===== src/sv/lruk_pkg.sv =====
// ---------------------------------------------------------------------------
// lruk_pkg
// types and constants shared by the lru-k replacement policy block
// ---------------------------------------------------------------------------
package lruk_pkg;

  typedef enum logic [1:0] {
    OP_ACCESS = 2'd0,
    OP_SET    = 2'd1,
    OP_REMOVE = 2'd2,
    OP_EVICT  = 2'd3
  } op_e;

  typedef enum logic [2:0] {
    ST_OK      = 3'd0,
    ST_NO_VICT = 3'd1,
    ST_FULL    = 3'd2,
    ST_UNKNOWN = 3'd3,
    ST_PINNED  = 3'd4
  } status_e;

  typedef enum logic [2:0] {
    S_IDLE,
    S_LOOKUP,
    S_SCAN,
    S_SCAN_LAST,
    S_COMMIT,
    S_OUT
  } state_e;

  localparam logic [2:0] CFG_K_DEPTH  = 3'd0;
  localparam logic [2:0] CFG_CAPACITY = 3'd1;

  // controller to datapath
  typedef struct packed {
    logic capture;    // latch the input transaction
    logic lookup;     // read per-frame state of the addressed frame
    logic scan_start; // reset scan index and best candidate
    logic scan_step;  // read one frame, compared the cycle after
    logic commit;     // apply the operation
    logic out_load;   // load the result register
  } lruk_cmd_t;

  // datapath to controller
  typedef struct packed {
    logic is_evict;
    logic scan_last;
  } lruk_sts_t;

endpackage


===== src/sv/lruk_ctrl.sv =====
// ---------------------------------------------------------------------------
// lruk_ctrl
// sequencer for lookup, victim scan, state update and result hand-off
// ---------------------------------------------------------------------------
module lruk_ctrl
  import lruk_pkg::*;
(
  input  logic      clk_i,
  input  logic      rst_ni,
  input  logic      in_valid_i,
  output logic      in_ready_o,
  output logic      out_valid_o,
  input  logic      out_ready_i,
  input  lruk_sts_t sts_i,
  output lruk_cmd_t cmd_o
);

  state_e state_q, state_d;

  always_ff @(posedge clk_i or negedge rst_ni) begin
    if (!rst_ni) begin
      state_q <= S_IDLE;
    end else begin
      state_q <= state_d;
    end
  end

  always_comb begin
    state_d = state_q;
    unique case (state_q)
      S_IDLE:      if (in_valid_i) state_d = S_LOOKUP;
      S_LOOKUP:    state_d = sts_i.is_evict ? S_SCAN : S_COMMIT;
      S_SCAN:      if (sts_i.scan_last) state_d = S_SCAN_LAST;
      S_SCAN_LAST: state_d = S_COMMIT;
      S_COMMIT:    state_d = S_OUT;
      S_OUT:       if (out_ready_i) state_d = S_IDLE;
      default:     state_d = S_IDLE;
    endcase
  end

  always_comb begin
    cmd_o       = '0;
    in_ready_o  = 1'b0;
    out_valid_o = 1'b0;
    unique case (state_q)
      S_IDLE: begin
        in_ready_o    = 1'b1;
        cmd_o.capture = in_valid_i;
      end
      S_LOOKUP: begin
        cmd_o.lookup     = 1'b1;
        cmd_o.scan_start = 1'b1;
      end
      S_SCAN:      cmd_o.scan_step = 1'b1;
      S_SCAN_LAST: ;
      S_COMMIT: begin
        cmd_o.commit   = 1'b1;
        cmd_o.out_load = 1'b1;
      end
      S_OUT:   out_valid_o = 1'b1;
      default: ;
    endcase
  end

endmodule


===== config.mk =====
export PLATFORM = sky130hd
export DESIGN_NAME = lruk_ctrl
export DESIGN_NICKNAME = d
export VERILOG_FILES = /design/src/sv/lruk_pkg.sv /design/src/sv/lruk_ctrl.sv
export SDC_FILE = /design/constraint.sdc
export NUM_CORES = 1
export LEC_CHECK = 0
export ABC_AREA = 1
export BUFFER_PORTS_ARGS = -buffer_cell sky130_fd_sc_hd__buf_4
export CORE_AREA = 2 2 39 41
export DETAILED_ROUTE_END_ITERATION = 6
export DIE_AREA = 0 0 41 43
export GPL_TIMING_DRIVEN = 0
export SKIP_CTS_REPAIR_TIMING = 1
export SLEW_MARGIN = 15
export SYNTH_ARGS = -nofsm -noshare
export SYNTH_HDL_FRONTEND = slang
export SYNTH_SLANG_ARGS = --single-unit

===== constraint.sdc =====
create_clock -name clk_i -period 1.35 [get_ports clk_i]
set_clock_uncertainty 0.2 [all_clocks]
set_input_delay 0.27 -clock clk_i [delete_from_list [all_inputs] [get_ports clk_i]]
set_output_delay 0.27 -clock clk_i [all_outputs]
set_load 0.02 [all_outputs]

==> results.md <==
- Status: finished, violations left
- Violated checks: negative setup slack
- FP Rows: 14
- Root Buffer: clkbuf_4
- Residual DRC count: 0
- FF-to-FF setup slack: 0.08 ns
- Hold/Removal Path Class: in2reg
- Unique masters post-synth: 13
- Total power divided by cell area: 2652 nW/um2
- Clock Tree Buf Depth: 2
- Post-route antenna net violation count: 0
- Worst-path clk slew: 0.04 ns
- First-pass GRT wire length: 814 um
- Final core occ: 0.3273
- Largest net degree at the start of global routing: 9
- Least-Margin Pin Slew: 0.2030 ns
- Most flops, register: state_q
- Layout cells sized above 1: 0.6667
- Max reg flops: 3
- CTS Buf Count: 3
- GRT Residual Overflow: 0
- CTS tree: built
- Routed len/inst: 8.821 um
- # fillers: 146
- Initial Util: 0.1582
- CP Data Required Time: 0.88 ns
- Diodes inserted: 0
- Slew Viols, Final: 0
- Most common cell after layout, fill and taps aside: buf_4
- Max Cap Viol: 0
- Relative slew slack: 0.8647
- RSZ-0062 raised after global routing: yes
- Vias post-DR: 257
- Die W: 41 um
- Total Routing Usage GR: 0.07545
- Worst-Skew Late Latency: 0.24 ns
- Largest registers: state_q (3)
- Final RePlAce weighted congestion: 0.6889
- Sink Count: 3
- Final setup vio count: 8
- DRT Pass-1 Iters: 3
- Hold slack: 0.1013 ns
- Syn_nets: 38
- Cell area after synthesis: 219.0 um2
- Die height: 43 um
- Die area: 1763 um2
- Sequential fraction of the synthesis area: 0.3429
- Most frequent cells in the layout: buf_4 (10), buf_6 (6), nand2_1 (5)
- Post-synthesis register bit count: 3
- LEAKAGE: 0.2235 nW
- Yosys Warn Count: 0
- DRT iter0 DRCs: 2
- CP arrival: 1.16 ns
- CP endpoint kind: output port
- Final hold vios: 0
- Tmin final: 1.626 ns
- Via density: 3.836
- Fmax: 0.6149 GHz
- Final worst slack: -0.2763 ns
- Antenna violations before repair: 0
- CTS H-tree lvls: 1
- Syn Inst Count: 32
- Critical setup path kind: reg2out
- Syn avg cell area: 6.843 um2
- Nets: 58
- Core area: 1384 um2
- Final WL: 591 um
- VDD IR max: 0.7767 mV
- Crit start category: register
- Port bufs: 13
- Final Cycle Share: 1.205
- DP Wirelength: 446.8 um
- CP Max Fanout: 4
- Vias in the first global route: 228
- Area growth from synthesis to layout: 106.9%
- I/O pin count: 14
[Yosys cell counts]
cell type  count  area [um2]
nand2_1        6       22.52
inv_1          5       18.77
nor2_1         5       18.77
dfrtp_1        3       75.07
buf_4          2       15.01
nand2_2        2       12.51
nand3_1        2       10.01
nor3_1         2       10.01
a21oi_2        1       8.760
inv_2          1       3.750
nor2_4         1       11.26
o21ai_0        1       5.000
o21bai_1       1       7.510
[cell families (layout without fill, tap and decap cells)]
kind of cell	Yosys count	after routing	synth area share
AOI/OAI and AO/OA	3	3	0.09714
buffers and inverters	8	27	0.1714
DFF	3	3	0.3428
and+or+nand+nor	18	18	0.3886
[path summary, 6_finish.rpt]
| check | start | to | depth (start not counted) |
|---|---|---|---|
| setup / recovery | state_q[1] | cmd_o[4] | 5 |
| hold / removal | out_ready_i | state_q[0] | 4 |
| setup reg to reg | state_q[1] | state_q[2] | 7 |
| hold reg to reg | state_q[2] | state_q[1] | 3 |
| max in group asynchronous | rst_ni | state_q[2] | 2 |
| min in group asynchronous | rst_ni | state_q[0] | 2 |
[cell type report]
cell class	instances	area, um2	area share
Buffer	2	18.77	0.04144
Clock buffer	4	26.28	0.05801
Inverter	6	27.53	0.06077
Multi-Input combinational cell	21	147.6	0.3260
Sequential cell	3	78.83	0.1740
Tap cell	16	20.02	0.04420
Timing Repair Buffer	15	133.9	0.2956
[where the power goes]
part,internal [mW],switching [mW]
registers,0.142,0.101
clock network,0.111,0.0529
logic,0.373,0.421
total,0.627,0.575
[per-stage QoR]
step | area, um2 | setup TNS [ns] | setup slack, ns | std cells | total power [mW]
global placement | 366.6 | -0.4273 | -0.1645 | 61 | 0.8856
finish | 452.9 | -1.830 | -0.2763 | 67 | 1.201
floorplan | 249.0 | -0.2977 | -0.09392 | 32 | 0.6825
CTS | 392.9 | -2.481 | -0.4379 | 65 | 1.069
detailed placement | 366.6 | -0.4918 | -0.1785 | 61 | 0.9007
global route | 452.9 | -2.217 | -0.3310 | 67 | 1.276
[worst max-delay path, cell delays in order, from the launching register on]
cell	delay, ns
dfrtp_2	0.45
inv_4	0.10
nand2_4	0.06
nor2_4	0.10
buf_4	0.11
buf_6	0.10
[per-layer routing]
metal | vias up | share of wire | global-route usage
met1 | 118 | 0.34 | 0.05178
li1 | 134 | - | -
met3 | 0 | 0.054 | 0.03141
met4 | 0 | 0 | 0.08000
met5 | - | 0 | 0
met2 | 5 | 0.60 | 0.1281
Note: power is estimated with default switching activity, not from simulation.
